==> src/kpvf_pkg.sv <==
// shared types, codes and defaults for the position/velocity kalman filter
package kpvf_pkg;

  localparam int WORD_BITS_DEF = 32;
  localparam int FRAC_BITS_DEF = 16;
  localparam int CFG_BITS      = 31;
  localparam int CFG_IDX_BITS  = 2;

  // register indexes
  localparam logic [CFG_IDX_BITS-1:0] REG_TIME_STEP     = 2'd0;
  localparam logic [CFG_IDX_BITS-1:0] REG_PROCESS_NOISE = 2'd1;
  localparam logic [CFG_IDX_BITS-1:0] REG_MEAS_NOISE    = 2'd2;

  // 1.0 in unsigned q15.16
  localparam logic [CFG_BITS-1:0] CFG_RESET = 31'd65536;

  typedef struct packed {
    logic               start_req;
    logic signed [31:0] sample;
  } meas_t;

  typedef struct packed {
    logic signed [31:0] position;
    logic signed [31:0] velocity;
  } est_t;

  // datapath micro-operations
  typedef enum logic [4:0] {
    OP_NONE, OP_CFG, OP_CAPTURE, OP_LOAD,
    OP_N0, OP_N1, OP_N2, OP_N3, OP_N4, OP_N5, OP_N6,
    OP_P0, OP_P1, OP_P2, OP_P3, OP_P4, OP_P5, OP_P6, OP_P7,
    OP_DIVA, OP_DIVB, OP_K1,
    OP_E0, OP_E1, OP_E2, OP_E3, OP_E4, OP_E5, OP_E6,
    OP_OUT
  } op_t;

  typedef enum logic [4:0] {
    ST_IDLE,
    ST_N0, ST_N1, ST_N2, ST_N3, ST_N4, ST_N5, ST_N6,
    ST_SEL,
    ST_P1, ST_P2, ST_P3, ST_P4, ST_P5, ST_P6, ST_P7,
    ST_SCHK, ST_DIV0, ST_DIV1,
    ST_E0, ST_E1, ST_E2, ST_E3, ST_E4, ST_E5, ST_E6,
    ST_FIN
  } state_t;

  typedef struct packed {
    op_t op;
  } dp_cmd_t;

  typedef struct packed {
    logic load_req;
    logic s_zero;
    logic div_done;
  } dp_status_t;

endpackage

==> src/kpvf_ctrl.sv <==
// filter sequencer: handshakes and micro-operation order
module kpvf_ctrl import kpvf_pkg::*; (
  input  logic                    clk,
  input  logic                    rst,
  input  logic                    meas_valid,
  output logic                    meas_ready,
  input  logic                    cfg_valid,
  output logic                    cfg_ready,
  input  logic [CFG_IDX_BITS-1:0] cfg_index,
  output logic                    est_valid,
  input  logic                    est_ready,
  output dp_cmd_t                 cmd,
  input  dp_status_t              status
);

  state_t state, state_next;
  logic   est_load;
  logic   cfg_known;

  assign cfg_ready  = (state == ST_IDLE);
  assign meas_ready = (state == ST_IDLE) && !cfg_valid;
  assign cfg_known  = (cfg_index <= REG_MEAS_NOISE);
  assign est_load   = (state == ST_FIN) && (!est_valid || est_ready);

  // next state
  always_comb begin
    state_next = state;
    unique case (state)
      ST_IDLE: begin
        if (cfg_valid) begin
          state_next = cfg_known ? ST_N0 : ST_IDLE;
        end else if (meas_valid) begin
          state_next = ST_SEL;
        end
      end
      ST_N0: state_next = ST_N1;
      ST_N1: state_next = ST_N2;
      ST_N2: state_next = ST_N3;
      ST_N3: state_next = ST_N4;
      ST_N4: state_next = ST_N5;
      ST_N5: state_next = ST_N6;
      ST_N6: state_next = ST_IDLE;
      ST_SEL: state_next = status.load_req ? ST_FIN : ST_P1;
      ST_P1: state_next = ST_P2;
      ST_P2: state_next = ST_P3;
      ST_P3: state_next = ST_P4;
      ST_P4: state_next = ST_P5;
      ST_P5: state_next = ST_P6;
      ST_P6: state_next = ST_P7;
      ST_P7: state_next = ST_SCHK;
      ST_SCHK: state_next = status.s_zero ? ST_FIN : ST_DIV0;
      ST_DIV0: state_next = status.div_done ? ST_DIV1 : ST_DIV0;
      ST_DIV1: state_next = status.div_done ? ST_E0 : ST_DIV1;
      ST_E0: state_next = ST_E1;
      ST_E1: state_next = ST_E2;
      ST_E2: state_next = ST_E3;
      ST_E3: state_next = ST_E4;
      ST_E4: state_next = ST_E5;
      ST_E5: state_next = ST_E6;
      ST_E6: state_next = ST_FIN;
      ST_FIN: state_next = est_load ? ST_IDLE : ST_FIN;
      default: state_next = ST_IDLE;
    endcase
  end

  // datapath command
  always_comb begin
    cmd.op = OP_NONE;
    unique case (state)
      ST_IDLE: begin
        if (cfg_valid) begin
          cmd.op = OP_CFG;
        end else if (meas_valid) begin
          cmd.op = OP_CAPTURE;
        end
      end
      ST_N0: cmd.op = OP_N0;
      ST_N1: cmd.op = OP_N1;
      ST_N2: cmd.op = OP_N2;
      ST_N3: cmd.op = OP_N3;
      ST_N4: cmd.op = OP_N4;
      ST_N5: cmd.op = OP_N5;
      ST_N6: cmd.op = OP_N6;
      ST_SEL: cmd.op = status.load_req ? OP_LOAD : OP_P0;
      ST_P1: cmd.op = OP_P1;
      ST_P2: cmd.op = OP_P2;
      ST_P3: cmd.op = OP_P3;
      ST_P4: cmd.op = OP_P4;
      ST_P5: cmd.op = OP_P5;
      ST_P6: cmd.op = OP_P6;
      ST_P7: cmd.op = OP_P7;
      ST_SCHK: cmd.op = status.s_zero ? OP_NONE : OP_DIVA;
      ST_DIV0: cmd.op = status.div_done ? OP_DIVB : OP_NONE;
      ST_DIV1: cmd.op = status.div_done ? OP_K1 : OP_NONE;
      ST_E0: cmd.op = OP_E0;
      ST_E1: cmd.op = OP_E1;
      ST_E2: cmd.op = OP_E2;
      ST_E3: cmd.op = OP_E3;
      ST_E4: cmd.op = OP_E4;
      ST_E5: cmd.op = OP_E5;
      ST_E6: cmd.op = OP_E6;
      ST_FIN: cmd.op = est_load ? OP_OUT : OP_NONE;
      default: cmd.op = OP_NONE;
    endcase
  end

  // state and result valid flag; reset derives the noise terms first
  always_ff @(posedge clk) begin
    if (rst) begin
      state     <= ST_N0;
      est_valid <= 1'b0;
    end else begin
      state <= state_next;
      if (est_load) begin
        est_valid <= 1'b1;
      end else if (est_ready) begin
        est_valid <= 1'b0;
      end
    end
  end

`ifndef NO_ASSERTIONS
  a_cfg_derives: assert property (@(posedge clk) disable iff (rst)
    cfg_valid && cfg_ready && cfg_known |=> state == ST_N0)
    else $error("register write did not start noise derivation");
  a_item_starts: assert property (@(posedge clk) disable iff (rst)
    meas_valid && meas_ready |=> state == ST_SEL)
    else $error("accepted transaction did not start processing");
  a_no_double: assert property (@(posedge clk) disable iff (rst)
    !(meas_valid && meas_ready && cfg_valid && cfg_ready))
    else $error("item and register write accepted together");
  a_result_src: assert property (@(posedge clk) disable iff (rst)
    $rose(est_valid) |-> $past(state) == ST_FIN)
    else $error("result raised outside finish state");
`endif

endmodule

==> config.mk <==
export PLATFORM = sky130hd
export DESIGN_NAME = kpvf_ctrl
export DESIGN_NICKNAME = d
export VERILOG_FILES = /design/src/kpvf_pkg.sv /design/src/kpvf_ctrl.sv
export SDC_FILE = /design/constraint.sdc
export NUM_CORES = 1
export LEC_CHECK = 0
export BUFFER_PORTS_ARGS = -buffer_cell sky130_fd_sc_hd__buf_2
export CORE_MARGIN = 1.5
export CORE_UTILIZATION = 45
export DETAILED_ROUTE_END_ITERATION = 8
export GPL_ROUTABILITY_DRIVEN = 0
export GPL_TIMING_DRIVEN = 0
export PLACE_DENSITY = 0.68
export SLEW_MARGIN = 5
export SYNTH_ARGS = -nofsm -noshare
export SYNTH_HDL_FRONTEND = slang
export SYNTH_SLANG_ARGS = --single-unit
==> constraint.sdc <==
create_clock -name clk -period 1.9 [get_ports clk]
set_input_delay 0 -clock clk [delete_from_list [all_inputs] [get_ports clk]]
set_output_delay 0 -clock clk [all_outputs]
set_load 0.05 [all_outputs]
==> summary.txt <==
Worst setup path
  – CP max stage cell: or4_4
  – CP required: 1.90 ns
  – Arr. time, crit path: between 1.5 and 2 ns
  – Worst-path cell chain: or2_1 -> or4_4 -> inv_1 -> nand2_1 -> o21ai_2 -> buf_4
  – Setup CP Type: register to output pin
  – Critical-path maximum fanout: 7
  – Startpoint types: register
  – Crit-path max cell delay: approximately 0.48 ns
  – WP buf/inv: 2
  – CP Capture Type: output pin
  – Largest delay share family, worst path: simple AND/OR/NAND/NOR gates

Logic synthesis
  – Fraction of registers with async set/reset: 0%
  – Synth top area share: between 10 and 15%
  – Synth area leader: dfxtp_1
  – Primary FF master, synth: dfxtp_1
  – Post-synthesis sequential area ratio: roughly 14%
  – Post-Synthesis Cells: about 120
  – Post-Syn Area per Cell: 6.71 um^2
  – Synthesized net count: 134
  – Synthesized area: ~830 um^2
  – Post-synthesis register bit count: 6
  – Post-synth top cells: a21oi_1 (10), buf_2 (10), nand2_1 (10), nor2_1 (10), o21ai_0 (10)
  – Distinct cell type count after synthesis: 40
  – Warnings, synthesis: 0
  – Cells taking the most area after synthesis: dfxtp_1 (14%), a21oi_1 (6.0%), buf_2 (6.0%)
  – Post-synth EDFFs: 0

Drt
  – WL/cell: around 16 um
  – Via count: between 1000 and 1500
  – Number of DRC markers in iteration 0: 75
  – Drt drc: 0
  – First-pass DRT Iterations: 4
  – Post-DR vias/cell: approximately 6.5
  – Final WL: roughly 2700 um
  – ANT nets after route: 0

Clock tree
  – Clock Root Buffer: clkbuf_4
  – Clock Latency Late Sink: approximately 0.25 ns
  – Post-CTS Setup Inserts: 0
  – TritonCTS clock tree: built
  – CTS Buffer Depth: 2
  – Htree depth: 1
  – CTS sink cnt: 6
  – Clock-pin slew on the worst setup and hold paths: 0.05 ns
  – CTS Buf Count: 3

Hold path
  – HP Class: primary input to register

STA
  – RSZ-0062 raised after global routing: no
  – Slew margin rel.: just under 80%
  – Fin. Hold Viols: 0
  – Final min period: 1.84 ns
  – Final setup violating endpoints: 0
  – Least-Margin Pin Slew: about 0.34 ns
  – Skew final: 0.00863 ns
  – Tcrit/Tclk final: 97.0%
  – Slew Limit Fails: 0
  – Achievable frequency: between 500 and 600 MHz
  – Min Hold Slack: between 0.07 and 0.08 ns

Run status
  – Outcome: finished clean

Floorplan
  – Chip Height: around 46 um
  – Io pins: 18
  – Rows: 15
  – Initial cell density of the core: about half
  – Die width: roughly 46 um
  – Core area: 0.00173 mm^2
  – Area of the die: around 0.0021 mm^2

Global routing
  – Wire length of the first global-routing pass: 4230 um
  – GRT met1 Usage: between 30% and 40%
  – Initial antenna violation count: 0
  – Vias in the first global route: between 900 and 1000
  – GRT Overall Usage: 27.2%
  – Remaining global-route overflow: 0
  – M2 GR Usage: approximately two fifths
  – M3 GR Usage: 7.54%
  – Largest net degree at the start of global routing: 11
  – Most Used Layer, Global Route: met2

Pwr
  – Lkg Pwr: between 0.0004 and 0.0005 uW
  – P per Cell Area: approximately 1700 mW/mm^2
  – IR drop worst, VDD: around 860 uV
  – Overall power: between 1500 and 2000 uW

Flow run
  – Max Cap Viol: 0

Placement
  – IO buf count: 17
  – Placed Instance Area: about 960 um^2
  – HPWL after detailed placement: 2000 um

Finish
  – Final core utilization: between 60 and 70%
  – P&R area growth vs syn: 24.7%
  – Fin nets: 157
  – Layout cell share with drive strength beyond 1: 29.7%
  – Antenna diodes: 0
  – Fin area: ~0.0010 mm^2
flip-flops by register name, summed over array words and instances, names as in the netlist:
name       count
state          5
est_valid      1
per-stage QoR:
stage / TNS [ns] / worst slack [ns] / cells
final: 0 / 0.0568 / 170
after global routing: 0 / 0.00426 / 170
after CTS: 0 / 0.00350 / 170
after detailed placement: 0 / 0.207 / 166
after global placement: 0 / 0.184 / 166
after floorplan: -0.127 / -0.127 / 124
power breakdown:
part           switching, uW  total [uW]  internal, uW
logic                    942        1440           503
registers               39.8         205           166
clock network           47.9         120          71.6
total                   1030        1770           740
what timing repair did:
item                       in CTS  in global routing
hold buffers                    1                  0
setup endpoints to repair       3                  5
hold endpoints to repair        2                  0
resized for setup               3                 17
pin swaps                       0                  2
metal layers:
layer  vias to the layer above  routed length (um)
met2                        76                1340
met1                       507                1070
met3                         4                 303
met5                         -                   0
li1                        514                   -
met4                         0                  23
tightest hold or removal path, cell delays in order:
cell,delay (ns)
buf_2,0.09
nand2_1,0.04
a31oi_1,0.07
o221ai_1,0.06
area by class of cell:
cell class / instances / area (um^2)
Buffer: 11 / 72.6
Multi-Input combinational cell: 100 / 653
Fill cell: 173 / 689
Timing Repair Buffer: 18 / 109
Inverter: 7 / 26.3
Tap cell: 25 / 31.3
Sequential cell: 6 / 123
Clock buffer: 3 / 22.5
cell families after synthesis:
group / after synthesis / share of synthesized area (%)
AOI/OAI and AO/OA: 50 / 41.8
xor gates and xnor gates: 1 / 1.05
adders and majority gates: 1 / 1.20
buffers and inverters: 18 / 9.62
DFF: 6 / 14.4
and+or+nand+nor: 48 / 31.9
placed cells by master (no fill, tap or decap), types with 2 or more instances in the layout:
master      n
o221ai_1    3
nor2b_1     4
nand4bb_1   2
a22oi_1     2
o21ai_0     9
inv_1       7
a31oi_1     7
dfxtp_2     2
o22ai_1     4
nand3_1     2
a21oi_1    10
buf_4       4
buf_2      16
nor2_1      9
nand2_1    10
nand2b_1    6
nor3_1      4
a211oi_1    2
dfxtp_1     4
clkbuf_4    9
o22a_1      2
worst paths after layout:
kind                         startpoint               endpoint  slack, ns  cells past startpoint
setup / recovery  state[2]$_SDFFE_PP0P_                 cmd[0]       0.06                      6
hold / removal             cfg_index[0]  state[0]$_SDFFE_PP1P_       0.07                      4
setup reg to reg  state[2]$_SDFFE_PP0P_  state[4]$_SDFFE_PP0P_       0.26                      4
hold reg to reg   state[4]$_SDFFE_PP0P_  state[2]$_SDFFE_PP0P_       0.65                      2
Power figures use the tool's default switching activity.
